==> config.mk <==
export PLATFORM = sky130hd
export DESIGN_NAME = scanner_light_calibration_step
export DESIGN_NICKNAME = d
export VERILOG_FILES = /design/src/rtl/slcs_pkg.sv /design/src/rtl/slcs_adjust.sv /design/src/rtl/scanner_light_calibration_step.sv
export SDC_FILE = /design/constraint.sdc
export NUM_CORES = 2
export LEC_CHECK = 0
export ABC_AREA = 1
export BUFFER_PORTS_ARGS = -buffer_cell sky130_fd_sc_hd__buf_2
export CORE_ASPECT_RATIO = 1.5
export CORE_UTILIZATION = 70
export DETAILED_ROUTE_END_ITERATION = 16
export GPL_TIMING_DRIVEN = 0
export PLACE_DENSITY = 0.88
export SYNTH_ARGS = -nofsm -noshare
export SYNTH_HDL_FRONTEND = slang
export SYNTH_SLANG_ARGS = --single-unit
==> constraint.sdc <==
create_clock -name clk_i -period 23.2 [get_ports clk_i]
set_input_delay 1.16 -clock clk_i [delete_from_list [all_inputs] [get_ports clk_i]]
set_output_delay 1.16 -clock clk_i [all_outputs]
set_load 0.01 [all_outputs]
==> src/rtl/slcs_pkg.sv <==
`default_nettype none

package slcs_pkg;

  localparam int unsigned CH_COUNT  = 8;
  localparam int unsigned LEVEL_W   = 12;
  localparam int unsigned MEAS_W    = 8;
  localparam int unsigned GAIN_W    = 10;
  localparam int unsigned COUNT_W   = 8;
  localparam int unsigned PROD_W    = 20;
  localparam int unsigned SUM_W     = 22;
  localparam int unsigned CFG_IDX_W = 3;
  localparam int unsigned CFG_DAT_W = 12;
  localparam int unsigned DATA_W    = CH_COUNT * LEVEL_W;

  localparam logic [COUNT_W-1:0] SETTLE_LIMIT    = 8'd5;
  localparam logic [COUNT_W-1:0] ITERATION_LIMIT = 8'd60;
  localparam logic [LEVEL_W-1:0] LEVEL_FLOOR     = 12'd100;

  localparam logic [7:0]         AIM_RESET     = 8'd237;
  localparam logic [7:0]         TOL_RESET     = 8'd8;
  localparam logic [GAIN_W-1:0]  GAIN_RESET    = 10'd512;
  localparam logic [LEVEL_W-1:0] CEILING_RESET = 12'd1333;

  // channel order within one sensor side
  localparam int unsigned CH_RED   = 0;
  localparam int unsigned CH_GREEN = 1;
  localparam int unsigned CH_BLUE  = 2;
  localparam int unsigned CH_IR    = 3;
  localparam int unsigned SIDE_CH  = 4;

  localparam logic KIND_MEASURE = 1'b0;
  localparam logic KIND_START   = 1'b1;

  typedef enum logic [1:0] {
    MODE_COLOR = 2'd0,
    MODE_GRAY  = 2'd1,
    MODE_IR    = 2'd2
  } mode_e;

  typedef enum logic [CFG_IDX_W-1:0] {
    CFG_AIM     = 3'd0,
    CFG_TOL     = 3'd1,
    CFG_GAIN    = 3'd2,
    CFG_CEILING = 3'd3,
    CFG_MODE    = 3'd4
  } cfg_idx_e;

  // floor(r * num / 5) for a 12-bit level, by reciprocal 2^17 / 5 rounded up
  localparam logic [14:0] RECIP_5     = 15'd26215;
  localparam int unsigned RECIP_SHIFT = 17;

  function automatic logic [LEVEL_W-1:0] scale_fifth(logic [LEVEL_W-1:0] r,
                                                     logic [2:0] num);
    logic [13:0] y;
    logic [28:0] p;
    y = 14'(r * num);
    p = 29'(y * RECIP_5);
    return p[RECIP_SHIFT +: LEVEL_W];
  endfunction

endpackage

`default_nettype wire

==> src/rtl/slcs_adjust.sv <==
`default_nettype none

module slcs_adjust (
  input  wire logic [slcs_pkg::LEVEL_W-1:0]       level_i,
  input  wire logic signed [slcs_pkg::PROD_W-1:0] prod_i,
  input  wire logic [slcs_pkg::LEVEL_W-1:0]       ceiling_i,
  output logic      [slcs_pkg::LEVEL_W-1:0]       level_o
);
  import slcs_pkg::*;

  localparam logic signed [SUM_W-1:0] FLOOR_SUM = SUM_W'({LEVEL_FLOOR, 8'h00});

  logic signed [SUM_W-1:0] sum;
  logic [LEVEL_W:0]        floored;

  always_comb begin
    sum = $signed({2'b00, level_i, 8'h00})
        + $signed({{(SUM_W-PROD_W){prod_i[PROD_W-1]}}, prod_i});
    // raise to the floor first, then let the ceiling win
    if (sum < FLOOR_SUM) begin
      floored = {1'b0, LEVEL_FLOOR};
    end else begin
      floored = sum[8 +: LEVEL_W+1];
    end
    if (floored > {1'b0, ceiling_i}) begin
      level_o = ceiling_i;
    end else begin
      level_o = floored[LEVEL_W-1:0];
    end
  end

endmodule

`default_nettype wire

==> src/rtl/scanner_light_calibration_step.sv <==
// Channel   Dir  Handshake                    Payload
// s_axis    in   s_axis_tvalid/s_axis_tready  tdata: eight 12-bit fields, tuser: kind
// m_axis    out  m_axis_tvalid/m_axis_tready  tdata: eight levels, tlast: finished,
//                                             tuser: timed_out
// cfg       in   cfg_valid_i/cfg_ready_o      cfg_index_i, cfg_data_i
//
// One item per cycle unless the output stalls; results go through the stage-one and
// result registers. Stage one registers the gain products, stage two adds them to the
// stored levels, clamps, applies the mode and updates the counters in the same cycle.
// Reset clears the eight levels and both counters and loads register defaults.
// An output stall holds the result; one more item is taken into stage one meanwhile.
`default_nettype none

module scanner_light_calibration_step (
  input  wire logic                              clk_i,
  input  wire logic                              rst_ni,
  // top R,G,B,IR then bottom R,G,B,IR, 12 bits each from bit 0 up
  input  wire logic [slcs_pkg::DATA_W-1:0]       s_axis_tdata,
  // bit 0: kind
  input  wire logic                              s_axis_tuser,
  input  wire logic                              s_axis_tvalid,
  output logic                                   s_axis_tready,
  // drive top R,G,B,IR then bottom R,G,B,IR, 12 bits each from bit 0 up
  output logic [slcs_pkg::DATA_W-1:0]            m_axis_tdata,
  output logic                                   m_axis_tlast,
  // bit 0: timed_out
  output logic                                   m_axis_tuser,
  output logic                                   m_axis_tvalid,
  input  wire logic                              m_axis_tready,
  input  wire logic                              cfg_valid_i,
  output logic                                   cfg_ready_o,
  input  wire logic [slcs_pkg::CFG_IDX_W-1:0]    cfg_index_i,
  input  wire logic [slcs_pkg::CFG_DAT_W-1:0]    cfg_data_i
);
  import slcs_pkg::*;

  // configuration
  logic [7:0]         aim_q, tol_q;
  logic [GAIN_W-1:0]  gain_q;
  logic [LEVEL_W-1:0] ceiling_q;
  logic [1:0]         mode_q;

  assign cfg_ready_o = 1'b1;

  always_ff @(posedge clk_i or negedge rst_ni) begin
    if (!rst_ni) begin
      aim_q     <= AIM_RESET;
      tol_q     <= TOL_RESET;
      gain_q    <= GAIN_RESET;
      ceiling_q <= CEILING_RESET;
      mode_q    <= MODE_COLOR;
    end else if (cfg_valid_i) begin
      unique case (cfg_idx_e'(cfg_index_i))
        CFG_AIM:     aim_q     <= cfg_data_i[7:0];
        CFG_TOL:     tol_q     <= cfg_data_i[7:0];
        CFG_GAIN:    gain_q    <= cfg_data_i[GAIN_W-1:0];
        CFG_CEILING: ceiling_q <= cfg_data_i[LEVEL_W-1:0];
        CFG_MODE:    mode_q    <= cfg_data_i[1:0];
        default:     ;
      endcase
    end
  end

  // stage one: saturate, error, gain product
  logic                           p_valid_q;
  logic                           p_adv;
  logic                           s_xfer;
  logic                           out_free;

  logic signed [PROD_W-1:0]       prod_d   [CH_COUNT];
  logic signed [PROD_W-1:0]       prod_q   [CH_COUNT];
  logic [CH_COUNT-1:0]            off_d;
  logic                           bad_d, bad_q;
  logic                           kind_q;
  logic [DATA_W-1:0]              raw_q;

  always_comb begin
    logic [LEVEL_W-1:0]      meas;
    logic [MEAS_W-1:0]       m8;
    logic signed [MEAS_W:0]  diff;
    logic [MEAS_W:0]         mag;
    logic signed [GAIN_W:0]  gs;
    gs = $signed({1'b0, gain_q});
    for (int i = 0; i < CH_COUNT; i++) begin
      meas = s_axis_tdata[i*LEVEL_W +: LEVEL_W];
      m8   = (|meas[LEVEL_W-1:MEAS_W]) ? {MEAS_W{1'b1}} : meas[MEAS_W-1:0];
      diff = $signed({1'b0, aim_q}) - $signed({1'b0, m8});
      mag  = diff[MEAS_W] ? (MEAS_W+1)'(-diff) : diff;
      off_d[i]  = mag > {1'b0, tol_q};
      prod_d[i] = diff * gs;
    end
    unique case (mode_e'(mode_q))
      MODE_COLOR: bad_d = |{off_d[CH_RED], off_d[CH_GREEN], off_d[CH_BLUE],
                            off_d[SIDE_CH+CH_RED], off_d[SIDE_CH+CH_GREEN],
                            off_d[SIDE_CH+CH_BLUE]};
      MODE_GRAY:  bad_d = off_d[CH_RED] | off_d[SIDE_CH+CH_RED];
      MODE_IR:    bad_d = off_d[CH_IR] | off_d[SIDE_CH+CH_IR];
      default:    bad_d = 1'b0;
    endcase
  end

  assign out_free      = !m_axis_tvalid || m_axis_tready;
  assign p_adv         = p_valid_q && out_free;
  assign s_axis_tready = !p_valid_q || out_free;
  assign s_xfer        = s_axis_tvalid && s_axis_tready;

  always_ff @(posedge clk_i or negedge rst_ni) begin
    if (!rst_ni) begin
      p_valid_q <= 1'b0;
    end else if (s_xfer) begin
      p_valid_q <= 1'b1;
    end else if (p_adv) begin
      p_valid_q <= 1'b0;
    end
  end

  always_ff @(posedge clk_i) begin
    if (s_xfer) begin
      prod_q <= prod_d;
      bad_q  <= bad_d;
      kind_q <= s_axis_tuser;
      raw_q  <= s_axis_tdata;
    end
  end

  // stage two: level update against stored state
  logic [LEVEL_W-1:0] lv_q   [CH_COUNT];
  logic [LEVEL_W-1:0] lv_d   [CH_COUNT];
  logic [LEVEL_W-1:0] adj    [CH_COUNT];
  logic [COUNT_W-1:0] settle_q, settle_d, iter_q, iter_d;
  logic               fin_d, tmo_d;

  for (genvar g = 0; g < CH_COUNT; g++) begin : g_adj
    slcs_adjust u_adjust (
      .level_i   (lv_q[g]),
      .prod_i    (prod_q[g]),
      .ceiling_i (ceiling_q),
      .level_o   (adj[g])
    );
  end

  always_comb begin
    logic [COUNT_W-1:0] settle_eff;
    logic               settled;
    logic               expired;
    lv_d       = adj;
    settle_eff = bad_q ? '0 : settle_q;
    settled    = settle_eff > SETTLE_LIMIT;
    expired    = iter_q > ITERATION_LIMIT;
    fin_d      = settled || expired;
    tmo_d      = !settled && expired;
    settle_d   = (&settle_eff) ? settle_eff : settle_eff + 1'b1;
    iter_d     = (settled || (&iter_q)) ? iter_q : iter_q + 1'b1;
    for (int s = 0; s < CH_COUNT; s += SIDE_CH) begin
      unique case (mode_e'(mode_q))
        MODE_COLOR: lv_d[s+CH_IR] = '0;
        MODE_GRAY: begin
          lv_d[s+CH_GREEN] = scale_fifth(adj[s+CH_RED], 3'd4);
          lv_d[s+CH_BLUE]  = scale_fifth(adj[s+CH_RED], 3'd3);
          lv_d[s+CH_IR]    = '0;
        end
        MODE_IR: begin
          lv_d[s+CH_RED]   = '0;
          lv_d[s+CH_GREEN] = '0;
          lv_d[s+CH_BLUE]  = '0;
        end
        default: ;
      endcase
    end
    if (kind_q == KIND_START) begin
      for (int i = 0; i < CH_COUNT; i++) begin
        lv_d[i] = raw_q[i*LEVEL_W +: LEVEL_W];
      end
      settle_d = '0;
      iter_d   = '0;
      fin_d    = 1'b0;
      tmo_d    = 1'b0;
    end
  end

  always_ff @(posedge clk_i or negedge rst_ni) begin
    if (!rst_ni) begin
      for (int i = 0; i < CH_COUNT; i++) begin
        lv_q[i] <= '0;
      end
      settle_q <= '0;
      iter_q   <= '0;
    end else if (p_adv) begin
      lv_q     <= lv_d;
      settle_q <= settle_d;
      iter_q   <= iter_d;
    end
  end

  // result register
  always_ff @(posedge clk_i or negedge rst_ni) begin
    if (!rst_ni) begin
      m_axis_tvalid <= 1'b0;
    end else if (p_adv) begin
      m_axis_tvalid <= 1'b1;
    end else if (m_axis_tready) begin
      m_axis_tvalid <= 1'b0;
    end
  end

  always_ff @(posedge clk_i) begin
    if (p_adv) begin
      for (int i = 0; i < CH_COUNT; i++) begin
        m_axis_tdata[i*LEVEL_W +: LEVEL_W] <= lv_d[i];
      end
      m_axis_tlast <= fin_d;
      m_axis_tuser <= tmo_d;
    end
  end

endmodule

`default_nettype wire

==> reports/summary.json <==
{
  "timing.critical_path.slowest_cell_delay": {"value": 0.82, "unit": "ns"},
  "fmax": {"value": 0.06977, "unit": "GHz"},
  "share_of_the_cycle_needed_by_the_critical_path_after_routing": {"value": 61.78, "unit": "%"},
  "syn_area_per_cell": {"value": 8.265, "unit": "µm²"},
  "final_cell_area": {"value": 0.07083, "unit": "mm²"},
  "grt_usage": {"value": 47.53, "unit": "%"},
  "crit_path_capture_type": {"value": "register"},
  "critical_path_start_type": {"value": "register"},
  "worst_path_most_repeated_cell": {"value": "nand2_1"},
  "critical_path.endpoint": {"value": "m_axis_tdata[82]"},
  "grt_antenna_before_repair": {"value": 21},
  "core_area": {"value": 0.09410, "unit": "mm²"},
  "synth_top_family_by_area": {"value": "adder cells"},
  "cts_hold_buffers": {"value": 0},
  "final.fill_count": {"value": 7080},
  "initial_utilization": {"value": 70.52, "unit": "%"},
  "clock_sink_count": {"value": 446},
  "drv_cap": {"value": 2},
  "floorplan.die_area": {"value": 0.09606, "unit": "mm²"},
  "routed_wire_length_per_instance": {"value": 23.49, "unit": "µm"},
  "period_minus_ws_final": {"value": 14.33, "unit": "ns"},
  "timing_worst_slew_pin_value": {"value": 1.569, "unit": "ns"},
  "hold_class": {"value": "input port to async pin"},
  "setup_viol": {"value": 0},
  "outcome": {"value": "complete, but fails checks"},
  "io_buffer_count": {"value": 216},
  "fin_skew": {"value": 0.03924, "unit": "ns"},
  "area_used_by_multi_input_combinational_logic": {"value": 0.04725, "unit": "mm²"},
  "gp_routability_congestion": {"value": 1.087},
  "pin_count": {"value": 218},
  "global_route.overflow_total": {"value": 0},
  "worstReg2RegEnd": {"value": "m_axis_tdata[82]"},
  "critical_path.slowest_cell": {"value": "o21ai_0"},
  "setup_tns": {"value": 0, "unit": "ns"},
  "routed_wirelength": {"value": 225800, "unit": "µm"},
  "ff2ff_setup_slack": {"value": 8.87, "unit": "ns"},
  "slew_violations": {"value": 22},
  "dpl.hpwl": {"value": 183400, "unit": "µm"},
  "tritoncts": {"value": "done"},
  "cp.required": {"value": 23.50, "unit": "ns"},
  "synth_area": {"value": 0.06636, "unit": "mm²"},
  "path_clk_slew": {"value": 0.07, "unit": "ns"},
  "ys_ff_latch": {"value": 446},
  "cts_post_setup_buffers_inserted": {"value": 0},
  "synth_simple_gate_area_share": {"value": 17.63, "unit": "%"},
  "reg2reg_from": {"value": "prod_q[68]"},
  "synthCells": {"value": 8029},
  "share_of_flip_flops_with_an_asynchronous_set_or_reset": {"value": 34.53, "unit": "%"},
  "hold_viol": {"value": 0},
  "first_iter_violations": {"value": 5169},
  "wire_length_of_the_first_global_routing_pass": {"value": 335100, "unit": "µm"},
  "cts_root_buffer": {"value": "clkbuf_16"},
  "timing.critical_path.from": {"value": "prod_q[68]"},
  "final_worst_setup_slack": {"value": 8.867, "unit": "ns"},
  "synth-compound-area-share": {"value": 8.330, "unit": "%"},
  "ctsLongestPathBuffers": {"value": 3},
  "synthXorXnorAreaFrac": {"value": 3.416, "unit": "%"},
  "crit_arrival": {"value": 14.63, "unit": "ns"},
  "drc": {"value": 0},
  "seq_area_frac_synth": {"value": 19.05, "unit": "%"},
  "first_pass_drt_iterations": {"value": 8},
  "synthDistinctLibCells": {"value": 66},
  "yosys.area_share.adder": {"value": 41.79, "unit": "%"},
  "rsz0062_at_grt": {"value": "false"},
  "worst-path-max-fanout": {"value": 10},
  "antenna_viol_nets_final": {"value": 0},
  "top_metal_layer_carrying_routed_signals": {"value": "met5"},
  "routed_wire_length_on_met3": {"value": 21780, "unit": "µm"},
  "num_rows": {"value": 138},
  "syn_to_final_growth": {"value": 6.737, "unit": "%"},
  "number_of_enable_flip_flop_cells_after_synthesis": {"value": 292},
  "route.met2.wl": {"value": 102500, "unit": "µm"},
  "grt_start_max_net_pins": {"value": 125},
  "rr_worst_depth": {"value": 69},
  "postSynth.topFlopCell": {"value": "edfxtp_1"},
  "chipWidth": {"value": 253.4, "unit": "µm"},
  "preCtsSetupSlack": {"value": 9.359, "unit": "ns"},
  "overall_die_height": {"value": 379.1, "unit": "µm"},
  "htree_num_levels": {"value": 2},
  "grt_pass1_vias": {"value": 59021},
  "nNetsFinal": {"value": 10218},
  "synth.mux.area_fraction": {"value": 0, "unit": "%"},
  "cts_repair_resize_count": {"value": 0},
  "synth.net_count": {"value": 9951},
  "failed_checks": {"value": "max-capacitance violations, max-slew violations"},
  "wl_met1": {"value": 74090, "unit": "µm"},
  "cts_made_buffers": {"value": 44},
  "vias": {"value": 58332},
  "detail_route.vias_per_cell": {"value": 6.069},
  "worst_skew_pair.late_latency": {"value": 0.65, "unit": "ns"},
  "dpl-instance-area": {"value": 0.06913, "unit": "mm²"},
  "timing.slew.headroom": {"value": -4.620, "unit": "%"},
  "yosysWarnings": {"value": 0},
  "drive_gt1_share": {"value": 5.965, "unit": "%"},
  "ff_latch_area": {"value": 0.01264, "unit": "mm²"},
  "timing_worst_setup_path_type": {"value": "register to register"}
}
layer usage:
layer	up-vias	global-route usage, %
met4	8	49.24
met3	1205	10.47
met1	27658	50.45
met5	-	0
met2	3351	76.12
li1	26110	-
worst max-delay path: cells and delay by family, from the launching register on:
kind,cells,cell delay (ns)
adder cells (fa/ha/maj),12,5.10
AO/OA/AOI/OAI,8,2.80
flip-flops,1,0.42
buffers and inverters,13,1.86
AND/OR/NAND/NOR,36,3.78
logic make-up after synthesis:
family	Yosys count
other cells	1
xor+xnor	258
simple gates	2819
flops	446
buf+inv	1722
compound gates	978
fa+ha+maj	1805
synthesized netlist by cell type, types with 13 or more instances:
cell / number / area [µm²]
nor3_1: 62 / 310.3
o21ai_1: 33 / 165.2
nand3_1: 216 / 1081
a21boi_0: 30 / 225.2
o21ai_0: 290 / 1451
nand4_1: 56 / 350.3
a211oi_1: 15 / 112.6
xnor2_1: 47 / 411.6
nor2_1: 577 / 2166
a31oi_1: 28 / 175.2
o31ai_1: 13 / 97.59
nor4_1: 30 / 187.7
clkbuf_1: 127 / 476.7
buf_1: 26 / 97.59
o21bai_1: 33 / 247.7
a21o_1: 26 / 195.2
a21oi_1: 416 / 2082
xor2_1: 210 / 1839
ha_1: 1119 / 14000
dfrtp_1: 140 / 3503
nand3b_1: 16 / 120.1
nand2_1: 1691 / 6347
o211ai_1: 23 / 172.7
nand2_2: 24 / 150.1
clkinv_1: 36 / 135.1
dfstp_2: 14 / 367.9
or2_2: 105 / 656.9
inv_1: 1512 / 5675
edfxtp_1: 292 / 8768
fa_1: 686 / 13730
layout make-up:
| type | count | share of cell area (%) |
|---|---|---|
| Timing Repair Buffer | 221 | 1.678 |
| Tap cell | 1260 | 2.226 |
| Inverter | 1560 | 8.278 |
| Clock buffer | 49 | 1.595 |
| Antenna cell | 19 | 0.06712 |
| Multi-Input combinational cell | 5861 | 66.70 |
| Buffer | 162 | 0.8956 |
| Clock inverter | 33 | 0.7154 |
| Sequential cell | 446 | 17.84 |
sequential cells by signal (all words and copies together) (netlist names):
register,cells
aim_q,8
bad_q,1
ceiling_q,12
gain_q,10
iter_q,8
kind_q,1
lv_q,96
m_axis_tdata,96
m_axis_tlast,1
m_axis_tuser,1
m_axis_tvalid,1
mode_q,2
p_valid_q,1
prod_q,96
raw_q,96
settle_q,8
tol_q,8
worst min-delay path by stage:
stage                 to  slack [ns]
2_1_floorplan   lv_q[87]        0.45
5_1_grt        iter_q[4]        0.47
3_3_place_gp    tol_q[4]        0.47
4_1_cts        iter_q[4]        0.46
6_report       iter_q[4]        0.45
3_5_place_dp    lv_q[84]        0.47
metrics by stage:
stage | utilization (%) | cells | hold slack (ns)
6_report | 75.27 | 9611 | 0.4540
5_1_grt | 75.23 | 9595 | 0.4738
4_1_cts | 75.20 | 9591 | 0.4551
3_5_place_dp | 73.46 | 9509 | 0.4699
3_3_place_gp | 73.34 | 9505 | 0.4663
2_1_floorplan | - | 8029 | 0.4528
cells in the final DEF, fill, tap and decap left out, types with 210 or more instances in the layout:
| master | Yosys | routed |
|---|---|---|
| o21ai_0 | 290 | 289 |
| nand2_1 | 1691 | 1691 |
| inv_1 | 1512 | 1511 |
| buf_2 | 6 | 221 |
| nand3_1 | 216 | 216 |
| nor2_1 | 577 | 577 |
| fa_1 | 686 | 686 |
| edfxtp_1 | 292 | 292 |
| a21oi_1 | 416 | 416 |
| ha_1 | 1119 | 1119 |
| xor2_1 | 210 | 210 |
Power is not shown: default switching activity piles up to over one toggle a cycle in this logic, so the estimate is an artifact.
